===== src/rtl/u8d_pkg.sv =====
// Shared types and constants for the UTF-8 stream decoder.
// No dependencies; imported by every module in rtl/.
package u8d_pkg;

  localparam int unsigned CpWidth   = 31;
  localparam int unsigned ByteWidth = 8;
  localparam int unsigned PendWidth = 3;

  // Output queue: two free slots needed to take a byte (one byte may give two results).
  localparam int unsigned OutqDepth = 4;
  localparam int unsigned OutqPtrW  = $clog2(OutqDepth);
  localparam int unsigned OutqCntW  = $clog2(OutqDepth + 1);

  localparam logic [CpWidth-1:0] ReplChar = CpWidth'(8'h3F);

  // Decoder state carried from byte to byte.
  typedef struct packed {
    logic [PendWidth-1:0] pending;
    logic [CpWidth-1:0]   partial;
    logic                 skipping;
  } dec_state_t;

  // One decoded result.
  typedef struct packed {
    logic [CpWidth-1:0] code_point;
    logic               replaced;
    logic               last_of_run;
  } dec_result_t;

  // What one byte produces: zero to two results, oldest in res0.
  typedef struct packed {
    logic [1:0]  count;
    dec_result_t res0;
    dec_result_t res1;
  } dec_out_t;

endpackage


===== src/rtl/u8d_decode.sv =====
// Combinational one-byte step of the decoder: next state and results.
// Depends on u8d_pkg.
module u8d_decode import u8d_pkg::*; (
  input  dec_state_t           state_i,
  input  logic [ByteWidth-1:0] byte_i,
  output dec_state_t           state_o,
  output dec_out_t             out_o
);

  logic                 cont;
  logic                 do_lead;
  logic                 pre_vld;
  logic                 lead_vld;
  logic [CpWidth-1:0]   lead_cp;
  logic                 lead_repl;
  logic [CpWidth-1:0]   acc;
  logic [PendWidth-1:0] pend_dec;
  dec_state_t           st;

  assign cont     = (byte_i[7:6] == 2'b10);
  assign acc      = {state_i.partial[CpWidth-7:0], byte_i[5:0]};
  assign pend_dec = state_i.pending - PendWidth'(1);

  always_comb begin
    st        = state_i;
    do_lead   = 1'b0;
    pre_vld   = 1'b0;
    lead_vld  = 1'b0;
    lead_cp   = '0;
    lead_repl = 1'b0;

    if (state_i.pending != '0) begin
      if (cont) begin
        st.pending = pend_dec;
        if (pend_dec == '0) begin
          // sequence complete
          lead_vld   = 1'b1;
          lead_cp    = acc;
          st.partial = '0;
        end else begin
          st.partial = acc;
        end
      end else begin
        // broken sequence: replace, then treat byte as a new lead
        pre_vld    = 1'b1;
        st.pending = '0;
        st.partial = '0;
        do_lead    = 1'b1;
      end
    end else if (state_i.skipping) begin
      if (!cont) begin
        st.skipping = 1'b0;
        do_lead     = 1'b1;
      end
    end else begin
      do_lead = 1'b1;
    end

    if (do_lead) begin
      if (cont) begin
        lead_vld    = 1'b1;
        lead_cp     = ReplChar;
        lead_repl   = 1'b1;
        st.skipping = 1'b1;
      end else if (byte_i[7] == 1'b0) begin
        lead_vld = 1'b1;
        lead_cp  = CpWidth'(byte_i);
      end else if (byte_i[7:5] == 3'b110) begin
        st.partial = CpWidth'(byte_i[4:0]);
        st.pending = PendWidth'(1);
      end else if (byte_i[7:4] == 4'b1110) begin
        st.partial = CpWidth'(byte_i[3:0]);
        st.pending = PendWidth'(2);
      end else if (byte_i[7:3] == 5'b11110) begin
        st.partial = CpWidth'(byte_i[2:0]);
        st.pending = PendWidth'(3);
      end else if (byte_i[7:2] == 6'b111110) begin
        st.partial = CpWidth'(byte_i[1:0]);
        st.pending = PendWidth'(4);
      end else begin
        // 0xFC-0xFF: one payload bit keeps the result inside 31 bits
        st.partial = CpWidth'(byte_i[0]);
        st.pending = PendWidth'(5);
      end
    end
  end

  always_comb begin
    out_o      = '0;
    out_o.res1 = '{code_point: lead_cp, replaced: lead_repl, last_of_run: 1'b1};
    if (pre_vld) begin
      out_o.res0  = '{code_point: ReplChar, replaced: 1'b1, last_of_run: !lead_vld};
      out_o.count = lead_vld ? 2'd2 : 2'd1;
    end else begin
      out_o.res0  = out_o.res1;
      out_o.count = lead_vld ? 2'd1 : 2'd0;
    end
  end

  assign state_o = st;

endmodule


===== src/rtl/u8d_outq.sv =====
// Result queue: takes up to two results per cycle, hands out one per transfer.
// Depends on u8d_pkg.
module u8d_outq import u8d_pkg::*; (
  input  logic        clk_i,
  input  logic        rst_ni,
  input  logic        push_i,
  input  dec_out_t    push_data_i,
  output logic        room_o,
  output logic        valid_o,
  input  logic        ready_i,
  output dec_result_t data_o
);

  dec_result_t             mem_q [OutqDepth];
  logic [OutqPtrW-1:0]     wr_ptr_q, wr_ptr_d;
  logic [OutqPtrW-1:0]     rd_ptr_q, rd_ptr_d;
  logic [OutqCntW-1:0]     cnt_q, cnt_d;
  logic [OutqPtrW-1:0]     wr_ptr_nxt;
  logic [1:0]              n_push;
  logic                    pop;

  assign n_push     = push_i ? push_data_i.count : 2'd0;
  assign pop        = valid_o && ready_i;
  assign wr_ptr_nxt = wr_ptr_q + OutqPtrW'(1);

  assign valid_o = (cnt_q != '0);
  assign room_o  = (cnt_q <= OutqCntW'(OutqDepth - 2));
  assign data_o  = mem_q[rd_ptr_q];

  assign wr_ptr_d = wr_ptr_q + OutqPtrW'(n_push);
  assign rd_ptr_d = rd_ptr_q + OutqPtrW'(pop);
  assign cnt_d    = cnt_q + OutqCntW'(n_push) - OutqCntW'(pop);

  always_ff @(posedge clk_i or negedge rst_ni) begin
    if (!rst_ni) begin
      wr_ptr_q <= '0;
      rd_ptr_q <= '0;
      cnt_q    <= '0;
    end else begin
      wr_ptr_q <= wr_ptr_d;
      rd_ptr_q <= rd_ptr_d;
      cnt_q    <= cnt_d;
    end
  end

  always_ff @(posedge clk_i) begin
    if (n_push != 2'd0) begin
      mem_q[wr_ptr_q] <= push_data_i.res0;
    end
    if (n_push == 2'd2) begin
      mem_q[wr_ptr_nxt] <= push_data_i.res1;
    end
  end

endmodule


===== src/rtl/utf8_stream_decoder_core.sv =====
// Top level of the byte-serial UTF-8 decoder (legacy 1 to 6 byte forms).
// Depends on u8d_pkg, u8d_decode and u8d_outq.
//
// Usage:
//   Slave channel takes one raw byte per transfer on s_axis_tdata_i.
//   Master channel gives one decoded code point per transfer: tdata holds
//   the 31-bit code point, tuser flags a '?' replacement for malformed
//   input, tlast marks the final result caused by one input byte.
//   A byte gives zero, one or two results (two when a sequence is broken
//   by an ASCII byte: '?' first with tlast low, then the ASCII character).
// With the queue empty, a result is offered on the master side in the cycle
//   after the byte's transfer.
// Throughput: one byte per cycle while the receiver takes every result and
//   each byte gives at most one result; bytes that give two results need two transfers on the master side.
//   The rate is set by the four-entry result queue, which accepts a byte
//   only with two free entries.
// Stall: with the receiver stalled the queue fills, tready drops once three
//   results are buffered (up to four are held), and no result is lost.
// Reset: clears the decoder state (no open sequence, not skipping) and
//   empties the result queue; tready is high right after reset.
module utf8_stream_decoder_core import u8d_pkg::*; (
  input  logic                 clk_i,
  input  logic                 rst_ni,
  // Byte input
  input  logic                 s_axis_tvalid_i,
  output logic                 s_axis_tready_o,
  input  logic [ByteWidth-1:0] s_axis_tdata_i,   // [7:0] in_byte
  // Decoded output
  output logic                 m_axis_tvalid_o,
  input  logic                 m_axis_tready_i,
  output logic [31:0]          m_axis_tdata_o,   // [30:0] code_point, [31] zero pad
  output logic                 m_axis_tuser_o,   // [0] replaced
  output logic                 m_axis_tlast_o    // last_of_run
);

  dec_state_t  state_q, state_d;
  dec_out_t    dec_out;
  dec_result_t head;
  logic        in_xfer;

  assign in_xfer = s_axis_tvalid_i && s_axis_tready_o;

  // Next-state and result logic for the current byte.
  u8d_decode u_decode (
    .state_i (state_q),
    .byte_i  (s_axis_tdata_i),
    .state_o (state_d),
    .out_o   (dec_out)
  );

  // Decoder state advances only on an accepted byte.
  always_ff @(posedge clk_i or negedge rst_ni) begin
    if (!rst_ni) begin
      state_q <= '0;
    end else if (in_xfer) begin
      state_q <= state_d;
    end
  end

  // Result queue decouples the two sides.
  u8d_outq u_outq (
    .clk_i       (clk_i),
    .rst_ni      (rst_ni),
    .push_i      (in_xfer),
    .push_data_i (dec_out),
    .room_o      (s_axis_tready_o),
    .valid_o     (m_axis_tvalid_o),
    .ready_i     (m_axis_tready_i),
    .data_o      (head)
  );

  assign m_axis_tdata_o = {1'b0, head.code_point};
  assign m_axis_tuser_o = head.replaced;
  assign m_axis_tlast_o = head.last_of_run;

endmodule

===== config.mk =====
export PLATFORM = sky130hd
export DESIGN_NAME = utf8_stream_decoder_core
export DESIGN_NICKNAME = d
export VERILOG_FILES = /design/src/rtl/u8d_pkg.sv /design/src/rtl/u8d_decode.sv /design/src/rtl/u8d_outq.sv /design/src/rtl/utf8_stream_decoder_core.sv
export SDC_FILE = /design/constraint.sdc
export NUM_CORES = 1
export LEC_CHECK = 0
export ABC_AREA = 0
export BUFFER_PORTS_ARGS = -buffer_cell sky130_fd_sc_hd__buf_4
export CAP_MARGIN = 20
export CELL_PAD_IN_SITES_DETAIL_PLACEMENT = 0
export CELL_PAD_IN_SITES_GLOBAL_PLACEMENT = 2
export CORE_ASPECT_RATIO = 0.8
export CORE_MARGIN = 4
export CORE_UTILIZATION = 46
export CTS_CLUSTER_DIAMETER = 30
export DETAILED_ROUTE_END_ITERATION = 8
export GPL_ROUTABILITY_DRIVEN = 1
export PLACE_DENSITY = 0.77
export SLEW_MARGIN = 20
export SYNTH_ARGS = -nofsm -noshare
export SYNTH_HDL_FRONTEND = slang
export SYNTH_HIERARCHICAL = 1
export SYNTH_SLANG_ARGS = --single-unit

===== constraint.sdc =====
create_clock -name clk_i -period 4.65 [get_ports clk_i]
set_input_delay 0.2325 -clock clk_i [delete_from_list [all_inputs] [get_ports clk_i]]
set_output_delay 0.2325 -clock clk_i [all_outputs]
set_load 0.01 [all_outputs]

# --- After elaboration in Yosys (flattened, before gate mapping) ---
# Memories as Yosys holds them, arrays and structs flattened.
# Cells that the tools add are included.
op_classes:
  addsub: 6
  mul: 0
  n_div: 0
  magnitude_cmp: 1
  n_eq_ne: 6
  shifts: 0
  mux: 39
  bitwise_logic: 0
  reduce_logical: 7
op_table:
  columns: ["op", "n"]
  rows:
  - ["34-bit 2-to-1 mux", 7]
  - ["31-bit 2-to-1 mux", 7]
  - ["35-bit 2-to-1 mux", 2]
  - ["32-bit 2-to-1 mux", 1]
  - ["1-bit 2-to-1 mux", 20]
  - ["6-bit equality test (second input constant)", 1]
  - ["3-bit nonzero test", 2]
  - ["5-bit equality test (second input constant)", 1]
  - ["2-bit equality test (second input constant)", 2]
  - ["4-bit equality test (second input constant)", 1]
  - ["2-bit 2-to-1 mux", 2]
  - ["3-bit by 2-bit adder with 3-bit output", 1]
  - ["3-bit equality test (second input constant)", 1]
  - ["3-bit by 2-bit <= comparator with 1-bit output (second input constant)", 1]
  - ["3-bit logical NOT", 1]
  - ["3-bit by 1-bit subtractor with 3-bit output", 1]
  - ["3-bit by 1-bit subtractor with 3-bit output (second input constant)", 1]
  - ["2-bit by 1-bit adder with 2-bit output", 1]
  - ["2-bit by 1-bit adder with 2-bit output (second input constant)", 1]
  - ["2-bit adder", 1]
  - ["1-bit logical AND", 2]
  - ["2-bit nonzero test", 1]
  - ["1-bit logical NOT", 1]
totals:
  reg_bits: 42
  latch_bits: 0
  ramBits: 132
  mem_bits_ro: 0
  in_bits: 12
  out_inout_bits: 36
  mem_count: 1
memory_table:
  columns: ["memory", "words", "width", "rd", "rd_clocked_by_memory_dff", "wr", "line", "text"]
  rows:
  - ["u_outq.mem_q", 4, 33, 1, 0, 2, "u8d_outq.sv:14", "dec_result_t mem_q [OutqDepth];"]

# --- Depth between registers and ports, before layout ---
# Gate-level depths: netlist (run 1).
logic_depth:
  ltp_word: 14
  mapped_depth: 15
  depth_no_buf: 14

# --- Modules after synthesis ---
# The synthesis (run 1) kept the hierarchy.
modules_own_cells:
  columns: ["mod", "instances", "cells_per_inst", "area_each_um2", "seq_area_each_um2"]
  rows:
  - ["u8d_outq", 1, 365, 6949.2, 4139.0]
  - ["utf8_stream_decoder_core", 1, 77, 1438.9, 875.8]
  - ["u8d_decode", 1, 172, 1162.4, 0.0]

# --- Worst setup path before layout (run 1) ---
# OpenSTA, ideal clock, no wires.
synth_timing:
  kind: "reg2reg"
  start: "register state_q[32] in the netlist's numbering"
  end: "memory u_outq/mem_q[1][0] in the netlist's numbering (enable)"
  t_arrival_ps: 3603
  path_slack_ps: 624
  stages_incl_launch_ff: 12
  path_buffers: 1
  period_less_slack_ps: 4026
  path_cell_list: "dfrtp_1 -> inv_1 -> ha_1 -> or3_4 -> a21oi_1 -> nor3_1 -> nor2_1 -> ha_1 -> clkbuf_1 -> mux2_2 -> nand2_1 -> nor2_1"
synth_rtl:
  columns: ["item", "line", "text"]
  rows:
  - ["start, declared", "utf8_stream_decoder_core.sv:36", "dec_state_t state_q, state_d;"]
  - ["start signal, assigned", "utf8_stream_decoder_core.sv:56", "state_q <= state_d;"]
  - ["end, declared", "u8d_outq.sv:14", null]

==> results.py, run 1 <==
metrics = {
    "layout": {
        "regArea_um2": 4870,
        "area_growth_syn_to_layout_pct": 11.8,
        "multi_input_area_um2": 4080,
        "layout_common_cells": "edfxtp_1 (132), mux2_2 (106), buf_4 (60)",
        "layout_commonest_cell": "edfxtp_1",
        "final_layout_size_suffix_gt1_share_pct": 45.7,
        "antenna_cells": 0,
        "final_nets": 655,
        "fillers": 1640,
    },
    "sta": {
        "worst_slack_ns": 0.981,
        "finalMaxSlewViolations": 0,
        "tightest_slew_ns": 1.02,
        "period_needed_ns": 3.67,
        "fin_tns_setup_ns": 0,
        "fin_crit_sh_pct": 78.9,
        "max_freq_mhz": 273,
        "relSlewSlack_pct": 32.2,
        "skew_ns": 0.0106,
        "hold_viol": 0,
        "setup_viol": 0,
        "rsz0062_at_grt": "false",
    },
    "logic_synthesis": {
        "syn-num-nets": 617,
        "syn_area_um2": 9270,
        "synthCells": 596,
        "synth_warnings": 6,
        "avgSynthCellArea_um2": 15.6,
    },
    "critical_path": {
        "rr_worst_depth": 10,
        "crit_arrival_ns": 3.76,
        "path_max_fanout": 20,
        "startpoint_type": "flip-flop",
        "worstPathRequired_ns": 4.74,
        "cp-end-kind": "flip-flop",
        "worstSetupPathType": "flip-flop to flip-flop",
    },
    "floorplanning": {
        "rows": 46,
        "ios": 48,
        "dieArea_um2": 22500,
        "die_x_um": 167,
        "start_util_pct": 46.8,
        "coreArea_um2": 19800,
        "die_h_um": 135,
    },
    "clocking": {
        "clockBufferDepth": 2,
        "cts_tree": "done",
        "clk_latency_ns": 0.42,
        "h-tree-depth": 4,
        "cts.repair.resized": 0,
        "clkTransAtPathRegs_ns": 0.06,
        "clockRootBuffer": "clkbuf_16",
        "cts_buffers": 17,
        "cts.sinks": 168,
    },
    "grt": {
        "grt-ovfl-total": 0,
        "grt_pass1_wl_mm": 31.7,
        "gr-usage-all-layers_pct": 18.4,
        "antenna_found_initial": 0,
        "grt_max_degree": 50,
        "first_global_vias": 5524,
    },
    "hold_path": {
        "holdPathStages": 3,
        "min_path_type": "primary input to flip-flop",
    },
    "drt": {
        "ant_nets": 0,
        "viasPerCell": 5.62,
        "route.detailed.drc": 0,
        "routed-via-count": 5120,
        "wl_per_cell_um": 22.2,
        "routed_wl_mm": 20.2,
        "first_pass_iters": 4,
        "drtIter0Drc": 398,
    },
    "power_and_ir_drop": {
        "power.total_mw": 5.49,
        "p_per_area_nw_per_um2": 530,
        "ir_drop_mv": 0.253,
        "power.leakage_nw": 4.07,
    },
    "place": {
        "portBuffers": 46,
        "pre_cts_slack_ns": 0.943,
        "hpwlAfterDp_mm": 12.5,
        "gp_congestion": 0.771,
    },
    "flow_run": {
        "cap_violations": 0,
    },
    "run_status": {
        "outcome": "complete, no violations",
    },
}
[critical path, stage by stage, from the launching register on]
cell	delay [ns]
dfrtp_1	0.41
inv_1	0.08
ha_1	0.27
or3_4	0.43
a21oi_1	0.18
nor3_1	0.07
nor2_1	0.17
ha_1	0.40
mux2_2	0.31
and3_2	0.61
buf_4	0.39
[through the flow]
step	utilization, %	hold WS [ns]	std cells	cell area, µm²
after global placement	49.7	0.242	878	9840
after floorplan	-	-0.0631	596	9270
after CTS	52.4	0.121	911	10400
final	52.4	0.141	911	10400
after global routing	52.4	0.111	911	10400
after detailed placement	49.7	0.244	878	9840
[layer usage]
layer | vias to the layer above | GRT usage [%] | share of wire [%]
met2 | 45 | 31.0 | 50
met4 | 0 | 3.13 | 0.50
met5 | - | 0 | 0
li1 | 2374 | - | -
met1 | 2694 | 25.2 | 48
met3 | 7 | 3.89 | 2.3
[timing repair]
item                                    in CTS  in global routing
endpoints found under the setup margin       0                  0
hold buffers                                 1                  0
hold endpoints to repair                    36                  0
setup buffers                                0                  0
[layout make-up]
type | instances | area share, %
timing repair buffer | 64 | 5.02
sequential | 168 | 46.9
inverter | 15 | 0.543
tap | 264 | 3.19
multi-input combinational | 368 | 39.3
clock buffer | 21 | 4.25
clock inverter | 11 | 0.736
[final timing paths]
kind	startpoint	end	slack, ns
max	state_q[32]	u_outq/mem_q[3][1]	0.98
min reg2reg	u_outq/cnt_q[2]	u_outq/cnt_q[2]	0.49
max in group asynchronous	rst_ni	u_outq/rd_ptr_q[0]	3.94
max reg2reg	state_q[32]	u_outq/mem_q[3][1]	0.98
min in group asynchronous	rst_ni	state_q[0]	0.33
min	m_axis_tready_i	u_outq/rd_ptr_q[1]	0.14
[flip-flops by register name (all words and copies together), names as in the netlist]
signal           cells
u_outq/mem_q       132
state_q             29
u_outq/cnt_q         3
u_outq/wr_ptr_q      2
u_outq/rd_ptr_q      2
[power breakdown]
part	total (mW)	switching, mW	internal, mW
registers	2.18	0.249	1.93
clock network	1.26	0.574	0.683
logic	2.06	1.01	1.05
total	5.49	1.83	3.66
Note: power is estimated with default switching activity, not from simulation.
==> inputs of run 2 (changes only) <==
--- a/config.mk
+++ b/config.mk
@@ -5,18 +5,18 @@
 export SDC_FILE = /design/constraint.sdc
 export NUM_CORES = 1
 export LEC_CHECK = 0
-export ABC_AREA = 0
+export ABC_AREA = 1
 export BUFFER_PORTS_ARGS = -buffer_cell sky130_fd_sc_hd__buf_4
 export CAP_MARGIN = 20
 export CELL_PAD_IN_SITES_DETAIL_PLACEMENT = 0
 export CELL_PAD_IN_SITES_GLOBAL_PLACEMENT = 2
 export CORE_ASPECT_RATIO = 0.8
 export CORE_MARGIN = 4
-export CORE_UTILIZATION = 46
+export CORE_UTILIZATION = 34
 export CTS_CLUSTER_DIAMETER = 30
 export DETAILED_ROUTE_END_ITERATION = 8
 export GPL_ROUTABILITY_DRIVEN = 1
-export PLACE_DENSITY = 0.77
+export PLACE_DENSITY = 0.73
 export SLEW_MARGIN = 20
 export SYNTH_ARGS = -nofsm -noshare
 export SYNTH_HDL_FRONTEND = slang
==> constraint.sdc (replaced) <==
create_clock -name clk_i -period 3 [get_ports clk_i]
set_input_delay 0.15 -clock clk_i [delete_from_list [all_inputs] [get_ports clk_i]]
set_output_delay 0.15 -clock clk_i [all_outputs]
set_load 0.01 [all_outputs]
==> run 2 against run 1 <==
Via count rose by 47%. Routed wire length up 32%. Highest routed layer unchanged. Final cell count rose by 71%. Worst setup slack lost 0.74 ns. Critical endpoint is now u_outq/cnt_q[2].
==> results.py, run 2 <==
metrics = {
    "logic_synthesis": {
        "syn_area_um2": 9500,
        "synthCells": 1162,
        "avgSynthCellArea_um2": 8.18,
        "syn-num-nets": 1183,
        "synth_warnings": 6,
    },
    "grt": {
        "grtUsageMet2_pct": 27.7,
        "first_global_vias": 7034,
        "antenna_found_initial": 0,
        "grt-ovfl-total": 0,
        "busiest_layer": "met2",
        "grt_max_degree": 70,
        "gr-usage-met3_pct": 3.40,
        "grt_pass1_wl_mm": 41.7,
        "grtUsageMet1_pct": 25.5,
        "gr-usage-all-layers_pct": 17.5,
    },
    "sta": {
        "max_freq_mhz": 363,
        "tightest_slew_ns": 0.863,
        "holdWs_ns": 0.126,
        "period_needed_ns": 2.76,
        "fin_crit_sh_pct": 92.0,
        "finalMaxSlewViolations": 0,
        "relSlewSlack_pct": 42.5,
        "rsz0062_at_grt": "false",
        "skew_ns": 0.0138,
        "setup_viol": 0,
        "fin_tns_setup_ns": 0,
        "hold_viol": 0,
    },
    "layout": {
        "largest_register": "u_outq/mem_q",
        "reg_top3": "u_outq/mem_q x132, state_q x29, u_outq/cnt_q x3",
        "regArea_um2": 4870,
        "final_layout_size_suffix_gt1_share_pct": 13.5,
        "layout_common_cells": "nand2_1 (308), nor2_1 (159), edfxtp_1 (132)",
        "final_area_um2": 10700,
        "final_nets": 1200,
        "fin_cells": 1556,
        "fillers": 2778,
        "multi_input_area_um2": 3840,
        "area_growth_syn_to_layout_pct": 13.0,
        "largest_register_ffs": 132,
        "layout_commonest_cell": "nand2_1",
        "antenna_cells": 0,
    },
    "critical_path": {
        "r2r-end": "u_outq/cnt_q[2]",
        "slowest_stage": "fa_1",
        "crit_top_cell": "nand2_1",
        "reg2reg_from": "state_q[33]",
        "critPathBufInv": 4,
        "worstSetupPathType": "flip-flop to flip-flop",
        "path_depth": 17,
        "rr_worst_depth": 17,
        "path_max_fanout": 4,
        "crit_chain": "inv_1, ha_1, nand3_1, nand2_2, inv_2, a21oi_2, ha_1, nand2_1, nand2_1, nand2_1, ha_1, inv_1, fa_1, xnor2_2, inv_1, nand2_1, nand2_1",
        "cpLargestDelayFamily": "adder cells",
        "crit_start": "state_q[33]",
        "max_stage_delay_ns": 0.45,
        "worstPathRequired_ns": 3.33,
        "r2r_slack_ns": 0.24,
        "startpoint_type": "flip-flop",
        "crit_arrival_ns": 3.09,
        "cp-end-kind": "flip-flop",
    },
    "power_and_ir_drop": {
        "pwr-share-seq_pct": 33.8,
        "p_per_area_nw_per_um2": 908,
        "ir_drop_mv": 0.680,
        "net-switching-power_mw": 4.00,
        "comb_power_share_pct": 43.7,
        "clockPowerShare_pct": 22.5,
        "p_int_mw": 5.75,
        "power.leakage_nw": 4.05,
        "swShare_pct": 41.0,
    },
    "clocking": {
        "cts.sinks": 168,
        "cts_buffers": 17,
        "clk_latency_ns": 0.44,
        "h-tree-depth": 4,
        "clockRootBuffer": "clkbuf_16",
        "clockBufferDepth": 2,
        "clkTransAtPathRegs_ns": 0.07,
        "cts_tree": "done",
    },
    "floorplanning": {
        "ios": 48,
        "start_util_pct": 34.7,
        "rows": 54,
        "die_h_um": 158,
        "dieArea_um2": 30700,
        "die_x_um": 195,
        "coreArea_um2": 27400,
    },
    "hold_path": {
        "hold_start": "s_axis_tdata_i[0]",
        "min_path_type": "primary input to flip-flop",
        "holdPathEnd": "state_q[1]",
        "holdPathStages": 5,
    },
    "drt": {
        "route.detailed.drc": 0,
        "routed_wl_mm": 26.6,
        "routed-via-count": 7539,
        "first_pass_iters": 5,
        "viasPerCell": 4.85,
        "ant_nets": 0,
        "drtIter0Drc": 430,
        "wl_per_cell_um": 17.1,
    },
    "flow_run": {
        "cap_violations": 0,
    },
    "place": {
        "gp_congestion": 0.813,
        "place_area_um2": 10100,
        "placed_cells": 1521,
        "hpwlAfterDp_mm": 16.7,
        "portBuffers": 46,
    },
    "run_status": {
        "outcome": "complete, no violations",
    },
}
[run 2: per-stage QoR]
stage | setup WS, ns | total power, mW | util, %
2_1_floorplan | 0.0785 | 5.96 | -
4_1_cts | 0.159 | 9.87 | 39.2
6_report | 0.241 | 9.74 | 39.2
5_1_grt | 0.00649 | 10.5 | 39.2
3_5_place_dp | 0.174 | 7.64 | 36.9
3_3_place_gp | 0.197 | 7.63 | 36.9
[run 2: worst max-delay path by stage]
| stage | endpoint |
|---|---|
| floorplan | u_outq/mem_q[1][0] |
| global placement | u_outq/cnt_q[2] |
| detailed placement | u_outq/cnt_q[2] |
| CTS | u_outq/cnt_q[2] |
| global route | u_outq/cnt_q[2] |
| finish | u_outq/cnt_q[2] |
[run 2: layout make-up]
class                   count  share of cell area (%)
clock inverters            14                    1.47
inverters                  67                    2.34
well taps                 364                    4.24
multi-input cells         841                    35.8
repair buffers             84                    6.85
clock buffers              18                    4.00
flip-flops and latches    168                    45.3
[run 2: power groups by stage]
stage          sequential, mW  combinational, mW  clock, mW
2_1_floorplan            3.27               2.69          0
3_3_place_gp             3.35               4.28          0
3_5_place_dp             3.35               4.29          0
4_1_cts                  3.30               4.31       2.26
5_1_grt                  3.34               4.77       2.35
6_report                 3.29               4.25       2.20
[run 2: worst register-to-register path, stage by stage, from the launching register on]
cell,delay [ns]
dfrtp_1,0.37
inv_1,0.12
ha_1,0.23
nand3_1,0.15
nand2_2,0.10
inv_2,0.04
a21oi_2,0.15
ha_1,0.29
nand2_1,0.12
nand2_1,0.08
nand2_1,0.06
ha_1,0.13
inv_1,0.05
fa_1,0.45
xnor2_2,0.16
inv_1,0.05
nand2_1,0.05
nand2_1,0.04
[run 2: per-layer routing]
metal,vias to the layer above,part of all wire [%]
li1,3895,-
met1,3491,50
met2,137,45
met3,16,4.0
met4,0,0.81
met5,-,0
[run 2: repair_timing]
action | 4_1_cts | 5_1_grt
hold buffers | 2 | 0
endpoints found under the hold margin | 37 | 0
setup endpoints to repair | 0 | 1
setup buffers | 0 | 1
resized for setup | 0 | 3
